==> config.mk <==
export PLATFORM = sky130hd
export DESIGN_NAME = random_clause_literal_sampler_top
export DESIGN_NICKNAME = d
export VERILOG_FILES = /design/src/rcls_pkg.sv /design/src/rcls_ram.sv /design/src/random_clause_literal_sampler_top.sv
export SDC_FILE = /design/constraint.sdc
export NUM_CORES = 1
export LEC_CHECK = 0
export ABC_CLOCK_PERIOD_IN_PS = 5800
export BUFFER_PORTS_ARGS = -buffer_cell sky130_fd_sc_hd__buf_2
export CAP_MARGIN = 25
export CORE_MARGIN = 2
export CORE_UTILIZATION = 55
export CTS_BUF_LIST = sky130_fd_sc_hd__clkbuf_4 sky130_fd_sc_hd__clkbuf_8
export CTS_CLUSTER_SIZE = 30
export DETAILED_ROUTE_END_ITERATION = 7
export PLACE_DENSITY = 0.78
export SLEW_MARGIN = 20
export SYNTH_ARGS = -nofsm -noshare
export SYNTH_HDL_FRONTEND = slang
export SYNTH_SLANG_ARGS = --single-unit
==> constraint.sdc <==
create_clock -name clock -period 5.8 [get_ports clock]
set_clock_uncertainty 0.1 [all_clocks]
set_input_delay 0.87 -clock clock [delete_from_list [all_inputs] [get_ports clock]]
set_output_delay 0.87 -clock clock [all_outputs]
set_load 0.01 [all_outputs]
==> src/rcls_pkg.sv <==
// ----------------------------------------------------------------------------
// rcls_pkg
// Shared widths and result codes for the random clause literal sampler.
// ----------------------------------------------------------------------------
package rcls_pkg;

   // field widths
   localparam int WORD_W   = 31;
   localparam int NVARS_W  = 31;
   localparam int CWIDTH_W = 5;
   localparam int NCL_W    = 32;
   localparam int LIT_W    = 32;
   localparam int STATUS_W = 2;
   localparam int CSR_IDX_W  = 2;
   localparam int CSR_DATA_W = 32;
   localparam int STEP_W   = 5;

   // result status codes
   typedef enum logic [STATUS_W-1:0] {
      STATUS_ACCEPT  = 2'd0,
      STATUS_REPEAT  = 2'd1,
      STATUS_CFG_ERR = 2'd2
   } status_type;

   // configuration register indexes
   localparam logic [CSR_IDX_W-1:0] CSR_VAR_COUNT    = 2'd0;
   localparam logic [CSR_IDX_W-1:0] CSR_CLAUSE_WIDTH = 2'd1;
   localparam logic [CSR_IDX_W-1:0] CSR_NUM_CLAUSES  = 2'd2;

   // reset values of the configuration registers
   localparam logic [NVARS_W-1:0]  VAR_COUNT_RST    = 31'd3;
   localparam logic [CWIDTH_W-1:0] CLAUSE_WIDTH_RST = 5'd3;
   localparam logic [NCL_W-1:0]    NUM_CLAUSES_RST  = 32'd1;

endpackage

==> src/rcls_ram.sv <==
// ----------------------------------------------------------------------------
// rcls_ram
// Generic single-write, single-read RAM with registered read data.
// ----------------------------------------------------------------------------
module rcls_ram #(
   parameter int WIDTH = 32,
   parameter int DEPTH = 16
) (
   input  logic                                     clock,
   input  logic                                     wr_en,
   input  logic [(DEPTH > 1 ? $clog2(DEPTH) : 1)-1:0] wr_addr,
   input  logic [WIDTH-1:0]                         wr_data,
   input  logic                                     rd_en,
   input  logic [(DEPTH > 1 ? $clog2(DEPTH) : 1)-1:0] rd_addr,
   output logic [WIDTH-1:0]                         rd_data
);

   logic [WIDTH-1:0] mem_ff [DEPTH];
   logic [WIDTH-1:0] rd_data_ff;

   // write port and registered read port
   always_ff @(posedge clock) begin
      if (wr_en) begin
         mem_ff[wr_addr] <= wr_data;
      end
      if (rd_en) begin
         rd_data_ff <= mem_ff[rd_addr];
      end
   end

   assign rd_data = rd_data_ff;

endmodule

==> src/random_clause_literal_sampler_top.sv <==
// ----------------------------------------------------------------------------
// random_clause_literal_sampler_top
// Maps random words to signed k-SAT literals, rejects repeated variables
// within a clause and flags the ends of clauses and formulas.
// ----------------------------------------------------------------------------
//  channel | direction | tdata                | tuser                    | tlast
//  req_    | in        | [30:0] random_word   | -                        | -
//  rsp_    | out       | [31:0] literal       | [1:0] status,            | clause_done
//          |           |                      | [2] formula_done         |
//  csr_    | in        | write only: csr_we, csr_index, csr_wdata          |
//
//  One beat goes through these steps in order: accept, the bit-serial restoring
//  modulo by twice the variable count, forming the literal, a scan of the clause
//  store through its single read port (a repeated variable ends the scan at the
//  first hit), and emit. A configuration error skips straight to emit.
//  req_tready is high only between beats; a held result in the rsp_ register
//  does not block the next accept, only the emit of the next result. Reset is
//  synchronous and returns position, clause count and configuration to their
//  reset values; the clause store is not cleared.
// ----------------------------------------------------------------------------
module random_clause_literal_sampler_top #(
   parameter int WIDTH_MAX = 16
) (
   input  logic                            clock,
   input  logic                            reset,
   // input channel
   input  logic                            req_tvalid,
   output logic                            req_tready,
   input  logic [31:0]                     req_tdata,  // [30:0] random_word
   // result channel
   output logic                            rsp_tvalid,
   input  logic                            rsp_tready,
   output logic [31:0]                     rsp_tdata,  // [31:0] literal
   output logic [2:0]                      rsp_tuser,  // [1:0] status, [2] formula_done
   output logic                            rsp_tlast,  // clause_done
   // configuration port
   input  logic                            csr_we,
   input  logic [rcls_pkg::CSR_IDX_W-1:0]  csr_index,
   input  logic [rcls_pkg::CSR_DATA_W-1:0] csr_wdata
);

   import rcls_pkg::*;

   localparam int AW = (WIDTH_MAX > 1) ? $clog2(WIDTH_MAX) : 1;
   localparam logic [STEP_W-1:0] LAST_STEP = STEP_W'(WORD_W - 1);

   typedef enum logic [2:0] {
      ST_IDLE,
      ST_DIV,
      ST_LIT,
      ST_SCAN,
      ST_EMIT
   } state_type;

   // configuration
   logic [NVARS_W-1:0]  nvars_ff, nvars_in;
   logic [CWIDTH_W-1:0] cwidth_ff, cwidth_in;
   logic [NCL_W-1:0]    nclauses_ff, nclauses_in;

   // sequencer and datapath
   state_type           state_ff, state_in;
   logic [WORD_W-1:0]   word_ff, word_in;
   logic [31:0]         rem_ff, rem_in;
   logic [STEP_W-1:0]   step_ff, step_in;
   logic [NVARS_W-1:0]  mag_ff, mag_in;
   logic                neg_ff, neg_in;
   logic [AW-1:0]       scan_ff, scan_in;
   logic                chk_vld_ff, chk_vld_in;
   status_type          res_status_ff, res_status_in;

   // clause state
   logic [AW-1:0]       pos_ff, pos_in;
   logic [NCL_W-1:0]    ccount_ff, ccount_in;

   // result register
   logic                rsp_valid_ff, rsp_valid_in;
   status_type          rsp_status_ff, rsp_status_in;
   logic [LIT_W-1:0]    rsp_lit_ff, rsp_lit_in;
   logic                rsp_cdone_ff, rsp_cdone_in;
   logic                rsp_fdone_ff, rsp_fdone_in;

   // combinational helpers
   logic [31:0]         dvsr;
   logic [32:0]         trial;
   logic [32:0]         diff;
   logic                cfg_err;
   logic                issue;
   logic                match;
   logic                clause_end;
   logic                formula_end;
   logic [LIT_W-1:0]    lit_val;
   logic [31:0]         neg_mag;
   logic                ram_we;
   logic [NVARS_W-1:0]  ram_rdata;

   // clause store: magnitudes of accepted literals
   rcls_ram #(
      .WIDTH (NVARS_W),
      .DEPTH (WIDTH_MAX)
   ) u_store (
      .clock   (clock),
      .wr_en   (ram_we),
      .wr_addr (pos_ff),
      .wr_data (mag_ff),
      .rd_en   (issue),
      .rd_addr (scan_ff),
      .rd_data (ram_rdata)
   );

   // shared compare/subtract unit of the restoring modulo
   assign dvsr  = {nvars_ff, 1'b0};
   assign trial = {rem_ff, word_ff[WORD_W-1]};
   assign diff  = trial - {1'b0, dvsr};

   // configuration sanity
   assign cfg_err = (nvars_ff == '0) || (cwidth_ff == '0) ||
                    ({27'd0, cwidth_ff} > 32'(WIDTH_MAX)) ||
                    ({27'd0, cwidth_ff} > {1'b0, nvars_ff});

   // store scan: one read issued and one compare per cycle
   assign issue = (state_ff == ST_SCAN) && (scan_ff != pos_ff) &&
                  !(chk_vld_ff && (ram_rdata == mag_ff));
   assign match = chk_vld_ff && (ram_rdata == mag_ff);

   // clause and formula end
   assign clause_end  = ({{(33 - AW){1'b0}}, pos_ff} + 33'd1) >= {28'd0, cwidth_ff};
   assign formula_end = ({1'b0, ccount_ff} + 33'd1) >= {1'b0, nclauses_ff};

   assign neg_mag = rem_ff - {1'b0, nvars_ff} + 32'd1;
   assign lit_val = neg_ff ? (32'd0 - {1'b0, mag_ff}) : {1'b0, mag_ff};

   assign ram_we = (state_ff == ST_EMIT) && (!rsp_valid_ff || rsp_tready) &&
                   (res_status_ff == STATUS_ACCEPT);

   // next-state logic
   always_comb begin
      nvars_in      = nvars_ff;
      cwidth_in     = cwidth_ff;
      nclauses_in   = nclauses_ff;
      state_in      = state_ff;
      word_in       = word_ff;
      rem_in        = rem_ff;
      step_in       = step_ff;
      mag_in        = mag_ff;
      neg_in        = neg_ff;
      scan_in       = scan_ff;
      chk_vld_in    = chk_vld_ff;
      res_status_in = res_status_ff;
      pos_in        = pos_ff;
      ccount_in     = ccount_ff;
      rsp_valid_in  = rsp_valid_ff && !rsp_tready;
      rsp_status_in = rsp_status_ff;
      rsp_lit_in    = rsp_lit_ff;
      rsp_cdone_in  = rsp_cdone_ff;
      rsp_fdone_in  = rsp_fdone_ff;

      // register writes
      if (csr_we) begin
         case (csr_index)
            CSR_VAR_COUNT:    nvars_in    = csr_wdata[NVARS_W-1:0];
            CSR_CLAUSE_WIDTH: cwidth_in   = csr_wdata[CWIDTH_W-1:0];
            CSR_NUM_CLAUSES:  nclauses_in = csr_wdata[NCL_W-1:0];
            default:          ;
         endcase
      end

      case (state_ff)
         ST_IDLE: begin
            // take a beat, reject bad configuration at once
            if (req_tvalid) begin
               word_in = req_tdata[WORD_W-1:0];
               rem_in  = '0;
               step_in = '0;
               if (cfg_err) begin
                  res_status_in = STATUS_CFG_ERR;
                  state_in      = ST_EMIT;
               end else begin
                  state_in = ST_DIV;
               end
            end
         end
         ST_DIV: begin
            // one quotient bit per cycle
            rem_in  = diff[32] ? trial[31:0] : diff[31:0];
            word_in = {word_ff[WORD_W-2:0], 1'b0};
            step_in = step_ff + STEP_W'(1);
            if (step_ff == LAST_STEP) begin
               state_in = ST_LIT;
            end
         end
         ST_LIT: begin
            // fold remainder into sign and magnitude
            if (rem_ff < {1'b0, nvars_ff}) begin
               mag_in = rem_ff[NVARS_W-1:0] + NVARS_W'(1);
               neg_in = 1'b0;
            end else begin
               mag_in = neg_mag[NVARS_W-1:0];
               neg_in = 1'b1;
            end
            scan_in    = '0;
            chk_vld_in = 1'b0;
            state_in   = ST_SCAN;
         end
         ST_SCAN: begin
            // stop on a hit, accept once every stored entry is compared
            if (match) begin
               res_status_in = STATUS_REPEAT;
               chk_vld_in    = 1'b0;
               state_in      = ST_EMIT;
            end else if (!issue) begin
               res_status_in = STATUS_ACCEPT;
               state_in      = ST_EMIT;
            end else begin
               chk_vld_in = issue;
               if (issue) begin
                  scan_in = scan_ff + AW'(1);
               end
            end
         end
         ST_EMIT: begin
            // load the result register once it is free
            if (!rsp_valid_ff || rsp_tready) begin
               rsp_valid_in  = 1'b1;
               rsp_status_in = res_status_ff;
               rsp_lit_in    = '0;
               rsp_cdone_in  = 1'b0;
               rsp_fdone_in  = 1'b0;
               if (res_status_ff == STATUS_ACCEPT) begin
                  rsp_lit_in = lit_val;
                  if (clause_end) begin
                     rsp_cdone_in = 1'b1;
                     pos_in       = '0;
                     if (formula_end) begin
                        rsp_fdone_in = 1'b1;
                        ccount_in    = '0;
                     end else begin
                        ccount_in = ccount_ff + NCL_W'(1);
                     end
                  end else begin
                     pos_in = pos_ff + AW'(1);
                  end
               end
               state_in = ST_IDLE;
            end
         end
         default: begin
            state_in = ST_IDLE;
         end
      endcase
   end

   // state and registered outputs
   always_ff @(posedge clock) begin
      if (reset) begin
         nvars_ff     <= VAR_COUNT_RST;
         cwidth_ff    <= CLAUSE_WIDTH_RST;
         nclauses_ff  <= NUM_CLAUSES_RST;
         state_ff     <= ST_IDLE;
         chk_vld_ff   <= 1'b0;
         pos_ff       <= '0;
         ccount_ff    <= '0;
         rsp_valid_ff <= 1'b0;
      end else begin
         nvars_ff     <= nvars_in;
         cwidth_ff    <= cwidth_in;
         nclauses_ff  <= nclauses_in;
         state_ff     <= state_in;
         chk_vld_ff   <= chk_vld_in;
         pos_ff       <= pos_in;
         ccount_ff    <= ccount_in;
         rsp_valid_ff <= rsp_valid_in;
      end
      word_ff       <= word_in;
      rem_ff        <= rem_in;
      step_ff       <= step_in;
      mag_ff        <= mag_in;
      neg_ff        <= neg_in;
      scan_ff       <= scan_in;
      res_status_ff <= res_status_in;
      rsp_status_ff <= rsp_status_in;
      rsp_lit_ff    <= rsp_lit_in;
      rsp_cdone_ff  <= rsp_cdone_in;
      rsp_fdone_ff  <= rsp_fdone_in;
   end

   // ports
   assign req_tready = (state_ff == ST_IDLE);
   assign rsp_tvalid = rsp_valid_ff;
   assign rsp_tdata  = rsp_lit_ff;
   assign rsp_tuser  = {rsp_fdone_ff, rsp_status_ff};
   assign rsp_tlast  = rsp_cdone_ff;

endmodule
* After elaboration in Yosys (flattened, before gate mapping) *
Memory sizes are Yosys's and may differ from the RTL's. A register that Yosys moved wholly into a read port is not among the register bits.
Index checks and enable logic that the tools add are counted.

operators by class
  $add $sub $neg = 11
  magnitude comparators = 5
  equality and inequality tests = 17
  multiplexer cells = 36
  reductions and logical operators = 34

operators with widths
  operator                 number
  $mux W32                 3
  $mux W31                 3
  $pmux W32 S2             1
  $add A31 B1 Y31 const B  2
  $pmux W31 S2             1
  $add A32 B1 Y33 const B  1
  $ge A33 B32 Y1           1
  $sub A33 B32 Y33         1
  $add A32 B1 Y32 const B  1
  $lt A32 B31 Y1           1
  $sub A1 B31 Y32 const A  1
  $eq A31 B31 Y1           1
  $gt A5 B31 Y1            1
  $logic_not A31 Y1        1
  $sub A31 B31 Y31         1
  $mux W3                  6
  $reduce_and A2 Y1        8
  $pmux W3 S5              1
  $mux W4                  3
  $reduce_and A4 Y1        3
  $pmux W5 S2              1
  $mux W1                  9
  $add A4 B1 Y4 const B    2
  $mux W2                  4
  26 further kinds         46

storage, ports and cells
  bits in registers = 251
  memory bits (writable) = 496
  input port bits = 71
  output and inout bits = 38
  word-level logic and storage cells = 124
  memories kept = 1

memories
  memory          words  width  read ports  clocked after memory_dff  write ports  line            text
  u_store.mem_ff  16     31     1           1                         1            rcls_ram.sv:18  logic [WIDTH-1:0] mem_ff [DEPTH];

* Logic depth before layout (Yosys ltp) *
Gate-level depths: netlist (run 1).

  depth in word-level cells = 7
  gate-level depth with buffers = 19
  gate-level depth less buffers = 17

* Modules after synthesis *
A second synthesis (run 1) with hierarchy kept.

second synthesis, totals
  cells, all modules = 2,633
  area total of the unflattened synthesis = 36,017.0 µm²

by module, submodules not included
  module                             instances  cells each  area an instance (µm²)  seq. area each (µm²)
  rcls_ram                           1          812         19,558.8                15,825.2
  random_clause_literal_sampler_top  1          1,821       16,458.3                6,446.2

* Least setup slack after synthesis (run 1) *
No wires, ideal clock.

  path kind = input-to-reg
  from = input port rsp_tready
  to = memory u_store.mem_ff[3][0] (netlist name) (enable)
  library setup time = 458 ps
  data arrival time = 3,827 ps
  data required time = 5,242 ps
  setup slack = 1,415 ps
  cell stages on the path = 4
  path buffers = 0
  cells stage by stage = nor2b_1 > nor3_1 > nand2_1 > nor3_1

between the ends
  word-level cells in the longest chain between the ends = 5

RTL lines
  item                               line                                      text
  start, declared                    random_clause_literal_sampler_top.sv:32   input logic rsp_tready,
  $logic_or A1 B1 Y1                 random_clause_literal_sampler_top.sv:132  assign ram_we = (state_ff == ST_EMIT) && (!rsp_valid_ff || rsp_tready) &&
  $logic_and A1 B1 Y1 (2 in series)  random_clause_literal_sampler_top.sv:132
  $mux W1                            rcls_ram.sv:23                            if (wr_en) begin
  $mux W1 (implied by the code)      rcls_ram.sv:24                            mem_ff[wr_addr] <= wr_data;
  end, declared                      rcls_ram.sv:18

No other way between the ends.

* Worst setup path in the final report (run 1) *
  from = register ccount_ff[3]
  to = register ccount_ff[8]

between the ends
  word-level cells in the longest chain between the ends = 3
  elaborated cells on any way between the ends = 4
  those cells by class = add/sub: 2; order compare: 1; mux: 1

RTL lines
  item                    line                                      text
  start, declared         random_clause_literal_sampler_top.sv:73   logic [NCL_W-1:0] ccount_ff, ccount_in;
  start signal, assigned  random_clause_literal_sampler_top.sv:270  ccount_ff <= ccount_in;
  $add A32 B1 Y33         random_clause_literal_sampler_top.sv:127  assign formula_end = ({1'b0, ccount_ff} + 33'd1) >= {1'b0, nclauses_ff};
  $ge A33 B32 Y1          random_clause_literal_sampler_top.sv:127
  $mux W32 *              random_clause_literal_sampler_top.sv:233  if (formula_end) begin

Every way passes the cells marked *; elsewhere a longest branch is shown, timed or not.
A chain may end at the register's enable or synchronous reset.

==> results of run 1 <==
[routing by layer]
| metal | part of all wire | track usage | up-vias |
|---|---|---|---|
| met4 | 0.040 | 0.111 | 2 |
| li1 | - | - | 9942 |
| met2 | 0.50 | 0.453 | 1079 |
| met5 | 0.000090 | 0 | - |
| met3 | 0.073 | 0.0425 | 217 |
| met1 | 0.38 | 0.343 | 11154 |
[worst max path at each step]
stage            startpoint                   end  slack, ns
2_1_floorplan    rsp_tready  u_store.mem_ff[3][0]       1.42
3_3_place_gp   ccount_ff[3]         ccount_ff[12]       1.09
3_5_place_dp   ccount_ff[3]         ccount_ff[21]       1.11
4_1_cts        ccount_ff[3]          ccount_ff[4]       1.06
5_1_grt        ccount_ff[0]         ccount_ff[12]       0.61
6_report       ccount_ff[3]          ccount_ff[8]       0.93
[cell usage in the layout, fill, tap and decap left out, types with 11 or more instances in the layout]
cell / synthesis / final
edfxtp_1: 669 / 669
nand2_1: 325 / 323
inv_1: 170 / 170
mux4_2: 155 / 155
nor2_1: 156 / 143
xnor2_1: 123 / 122
clkbuf_8: 0 / 120
ha_1: 114 / 114
dfxtp_1: 109 / 109
a21oi_1: 109 / 108
buf_2: 6 / 107
o21ai_0: 63 / 63
xor2_1: 61 / 61
buf_4: 1 / 55
nand3_1: 37 / 37
nand4_1: 33 / 33
clkinv_1: 0 / 31
fa_1: 30 / 30
mux2i_1: 27 / 27
a22o_1: 27 / 27
clkbuf_4: 0 / 26
and3_1: 24 / 24
nor3_1: 28 / 24
clkinv_2: 0 / 24
or3_1: 16 / 16
a21o_1: 16 / 16
nor4_1: 15 / 15
nor2b_1: 13 / 13
a31oi_1: 13 / 13
nor2_4: 0 / 13
nand2b_1: 12 / 12
o31ai_1: 11 / 11
[cell families after synthesis]
family | Yosys count | share of synthesized area
flops | 778 | 0.620
simple gates | 699 | 0.0873
compound gates | 318 | 0.0571
buf+inv | 269 | 0.0284
mux | 186 | 0.106
xor+xnor | 184 | 0.0449
fa+ha+maj | 144 | 0.0564
[critical path, cell delays in order, from the launching register on]
cell,delay (ns)
dfxtp_1,0.43
and4_1,0.33
and2_1,0.21
and4_1,0.23
nand4_1,0.14
nor4_1,0.88
nand2_1,0.26
xnor2_1,0.20
ha_1,0.18
a21o_1,0.17
a21o_1,0.17
a21oi_1,0.15
o211ai_1,0.10
a21oi_1,0.15
o211a_1,0.20
and3_1,0.35
buf_4,0.36
a22o_1,0.17
[sequential cells by signal, summed over array words and instances, names as in the netlist, 32 cells and up]
register and flops:
nclauses_ff 32, ccount_ff 32, rsp_tdata 32, rem_ff 32
u_store.mem_ff 496
[layout make-up]
class / count / area, um2 / share of cell area
clock inverters: 71 / 624 / 0.0155
diodes: 1 / 2.50 / 0.0000621
inverters: 170 / 638 / 0.0158
well taps: 855 / 1070 / 0.0265
multi-input cells: 1531 / 12800 / 0.317
repair buffers: 169 / 1080 / 0.0267
clock buffers: 146 / 1850 / 0.0458
flip-flops and latches: 778 / 22300 / 0.553
[power by group through the flow]
stage	combinational [uW]	sequential, uW	clock [uW]
5_1_grt	7010	7760	5000
3_5_place_dp	6260	7790	0
6_report	6340	7690	4700
3_3_place_gp	6090	7750	0
2_1_floorplan	4610	7690	0
4_1_cts	6310	7680	4770
[through the flow]
stage | util | power, uW
after floorplan | - | 12300
after global placement | 0.585 | 13800
after detailed placement | 0.586 | 14100
after CTS | 0.624 | 18800
after global routing | 0.625 | 19800
final | 0.625 | 18700
==> results.cfg, run 1 <==
[detailed_routing]
drt-vias-per-instance = 6.02
vias = 22394
ant_nets = 0
dr.pass1.iters = 7
drc = 0
routed_wl_um = 88400
drtIter0Drc = 2119
wire_per_inst_um = 23.8

[sta]
fin_tns_setup_ns = 0
relSlewSlack = 0.235
setup_ws_ns = 0.931
grt_setup_unrepaired = no
hold_slack_ns = 0.271
max_freq_ghz = 0.205
period_needed_ns = 4.87
fin_crit_sh = 0.840
final_max_slew_viol_count = 0
hold_viol_final = 0
tightestPinTransition_ns = 1.14
setup_viol = 0

[finish]
n_fill_cell = 4633
final_nets = 2982
area_delta_synth_final_pct = 12.2
drive_gt1_frac = 0.192
finalNonFillerCells = 3721
post-route-cell-area_um2 = 40300

[global_route]
antenna_found_initial = 2
grtUsageTotal = 0.267
grt_max_degree = 78
grt_pass1_vias = 22700
overflow = 0
grt_pass1_wl_um = 135000

[cts]
cts_tree = done
cts_sinks = 778
cts_resized = 0
htree_levels = 3
clk_path_buf_depth = 3
post_cts_buffers = 0
cts_root_buf = clkbuf_8
clock_latency_ns = 0.78
numCtsBuffers = 117
cts_hold_buf = 0
clk_pin_slew_ns = 0.06

[logic_synthesis]
syn_area_um2 = 35900
synth_edf_count = 669
synth_flop_cell = edfxtp_1
yosys_warnings = 0
synth_top_area_share = 0.559
yosysTopAreaCell = edfxtp_1
synth_async_sr_flop_share = 0
synth.distinct_cells = 68
synth_most_common_cell = edfxtp_1
syn-num-nets = 2793
synth_area_per_cell_um2 = 13.9
yosys-top-cells-count = edfxtp_1, nand2_1, inv_1
synth-seq-cells = 778
synth.area.top_cells = edfxtp_1, mux4_2, dfxtp_1
syn_inst = 2578
yosysSeqAreaShare = 0.620

[placement]
io_buffer_count = 107
place_congestion = 0.914
dp.cells = 3500
placed_area_um2 = 37800
dp_hpwl_um = 57200
place_ws_ns = 1.11

[flow_run]
maxCapViolCount = 0

[pwr]
clkPwrFrac = 0.251
combPwrFrac = 0.339
switchingPower_uw = 6490
p_leak_uw = 0.0143
cellPowerDensity_nw_per_um2 = 465
p_sw_frac = 0.347
power_frac_seq = 0.411
intPower_uw = 12200
worst_ir_drop_vdd_mv = 0.305

[worst_hold_path]
hold_class = in2reg
hold_depth = 3
hold_end = nvars_ff[19]
hold_start = csr_wdata[19]

[die]
fp.dieW_um = 260
ioPinCount = 109
coreArea_um2 = 64500
dieArea_um2 = 67400
die_y_um = 260
initial_core_util = 0.557
rows = 93

[worst_setup_path]
criticalPathCategory = reg2reg
reg2reg_depth = 17
r2r_setup_slack_ns = 0.93
cp.required_ns = 6.37
critPathMaxFanout = 24
end_kind = flip-flop
r2r-start = ccount_ff[3]
cp.arrival_ns = 5.44
start_kind = flip-flop
r2r-end = ccount_ff[8]

[outcome]
status = finished clean
Note: power is estimated with default switching activity, not from simulation.
==> run 2, diff against run 1 <==
--- a/config.mk
+++ b/config.mk
@@ -5,7 +5,7 @@
 export SDC_FILE = /design/constraint.sdc
 export NUM_CORES = 1
 export LEC_CHECK = 0
-export ABC_CLOCK_PERIOD_IN_PS = 5800
+export ABC_CLOCK_PERIOD_IN_PS = 3900
 export BUFFER_PORTS_ARGS = -buffer_cell sky130_fd_sc_hd__buf_2
 export CAP_MARGIN = 25
 export CORE_MARGIN = 2
@@ -13,7 +13,7 @@
 export CTS_BUF_LIST = sky130_fd_sc_hd__clkbuf_4 sky130_fd_sc_hd__clkbuf_8
 export CTS_CLUSTER_SIZE = 30
 export DETAILED_ROUTE_END_ITERATION = 7
-export PLACE_DENSITY = 0.78
+export PLACE_DENSITY = 0.81
 export SLEW_MARGIN = 20
 export SYNTH_ARGS = -nofsm -noshare
 export SYNTH_HDL_FRONTEND = slang
==> constraint.sdc (replaced) <==
create_clock -name clock -period 3.9 [get_ports clock]
set_clock_uncertainty 0.1 [all_clocks]
set_input_delay 0.585 -clock clock [delete_from_list [all_inputs] [get_ports clock]]
set_output_delay 0.585 -clock clock [all_outputs]
set_load 0.01 [all_outputs]
==> run 2 against run 1 <==
Final cell count rose by 4.3%. Sequential cell count stayed put. Sequential power is 47% higher. Critical endpoint is now mag_ff[28]. Largest cell class unchanged. Highest routed layer is now met4.
==> results.cfg, run 2 (synthesis results as in run 1) <==
[placement]
io_buffer_count = 107
place_congestion = 0.959
placed_area_um2 = 38600
dp.cells = 3587
dp_hpwl_um = 60700
place_ws_ns = 0.0848

[cts]
cts_tree = done
clk_pin_slew_ns = 0.06
clk_path_buf_depth = 3
htree_levels = 3
cts_sinks = 778
numCtsBuffers = 120
cts_root_buf = clkbuf_8
clock_latency_ns = 0.79

[worst_setup_path]
critPathMaxFanout = 2
cp.arrival_ns = 4.23
worstSetupEndpoint = mag_ff[28]
r2r-end = mag_ff[28]
criticalPathCategory = reg2reg
start_kind = flip-flop
cp_slowest_stage_delay_ns = 0.55
end_kind = flip-flop
path_cells = ha_1, inv_1, fa_1, or4_4, or3_4, nor2_1, nor3_1, a31oi_4, a221oi_2, o311a_1, or3_1, a31o_1
startpoint = rem_ff[14]
r2r_setup_slack_ns = 0.06
critical_path.slowest_cell = or4_4
r2r-start = rem_ff[14]
cp.required_ns = 4.30
reg2reg_depth = 12

[finish]
area_delta_synth_final_pct = 17.0
final_nets = 3137
n_fill_cell = 4401
top_register = u_store.mem_ff
largest_reg_flops = 496
seqCellArea_um2 = 22300
finalNonFillerCells = 3880
drive_gt1_frac = 0.227
multiInputGateArea_um2 = 13000
final_common_cell = edfxtp_1
final_cell_mix = edfxtp_1, nand2_1, inv_1
post-route-cell-area_um2 = 42000

[outcome]
status = finished clean

[detailed_routing]
routed_wl_um = 92000
drtIter0Drc = 2098
dr.pass1.iters = 5
ant_nets = 0
drt-vias-per-instance = 5.98
drc = 0
vias = 23214
wire_per_inst_um = 23.7

[die]
dieArea_um2 = 67400
die_y_um = 260
rows = 93
ioPinCount = 109
initial_core_util = 0.557
fp.dieW_um = 260
coreArea_um2 = 64500

[global_route]
grt_pass1_wl_um = 138000
grtUsageTotal = 0.275
grt_max_degree = 77
antenna_found_initial = 2
grt_pass1_vias = 23574
overflow = 0

[sta]
grt_setup_unrepaired = yes
max_freq_ghz = 0.261
relSlewSlack = 0.332
fin_crit_sh = 0.984
hold_viol_final = 0
setup_viol = 0
setup_ws_ns = 0.0627
final_max_slew_viol_count = 0
period_needed_ns = 3.84
tightestPinTransition_ns = 1.00

[pwr]
cellPowerDensity_nw_per_um2 = 685
p_leak_uw = 0.0151
worst_ir_drop_vdd_mv = 0.577

[worst_hold_path]
hold_class = in2reg

[flow_run]
maxCapViolCount = 0
[run 2: changes by cell type in the layout (fill, tap and decap cells not counted), moves of 5 or more]
cell and change:
nor3_4 +5, dlygate4sd3_1 +57, o21ai_0 -5, clkbuf_4 +15
dfxtp_2 +6, clkinv_2 -15, buf_4 +82, clkbuf_8 +9
buf_12 +12, dfxtp_1 -6
[run 2: critical path: cells and delay by family (launching register included)]
family,cells,cell delay (ns)
buffers and inverters,1,0.08
AND/OR/NAND/NOR,5,1.49
adder cells (fa/ha/maj),2,0.65
flip-flops,1,0.39
AO/OA/AOI/OAI,4,0.87
[run 2: metrics by stage]
step                setup TNS (ns)  hold WS, ns  power [uW]   util
floorplan                        0        0.336       18300      -
global placement                 0        0.343       21100  0.599
global route                -0.986       0.0319       30200  0.652
detailed placement               0        0.351       21400  0.599
CTS                              0      0.00615       28500  0.647
finish                           0       0.0551       28800  0.652
[run 2: worst min-delay path by stage]
stage,startpoint,end,slack [ns],depth (start not counted)
4_1_cts,csr_wdata[2],nclauses_ff[2],0.006,3
3_5_place_dp,nclauses_ff[1],nclauses_ff[1],0.35,2
6_report,csr_wdata[2],nvars_ff[2],0.06,3
3_3_place_gp,nclauses_ff[9],nclauses_ff[9],0.34,2
5_1_grt,csr_wdata[1],nvars_ff[1],0.03,2
2_1_floorplan,nclauses_ff[10],nclauses_ff[10],0.34,2
[run 2: area by class of cell]
| class | count | share of cell area |
|---|---|---|
| flip-flops and latches | 778 | 0.530 |
| multi-input cells | 1531 | 0.309 |
| repair buffers | 321 | 0.0598 |
| clock buffers | 170 | 0.0496 |
| well taps | 855 | 0.0254 |
| inverters | 170 | 0.0152 |
| clock inverters | 53 | 0.0109 |
| diodes | 2 | 0.000119 |
[run 2: metal layers]
metal  vias to the layer above  wire, um  global-route usage
met1                     11441     34800               0.354
li1                      10253         -                   -
met5                         -         0                   0
met3                       255      7720              0.0492
met4                         0      4790               0.137
met2                      1265     44700               0.453
[run 2: power breakdown]
part           switching [uW]  leakage, uW  internal (uW)
Sequential                683      0.00700          10600
Clock                    3280      0.00133           3820
Combinational            5980      0.00681           4410
Total                    9940       0.0151          18800
[run 2: what timing repair did]
item	4_1_cts	5_1_grt
gates resized for setup	0	54
setup buffers	0	11
setup endpoints to repair	0	57
hold buffers	57	0
hold endpoints to repair	77	0
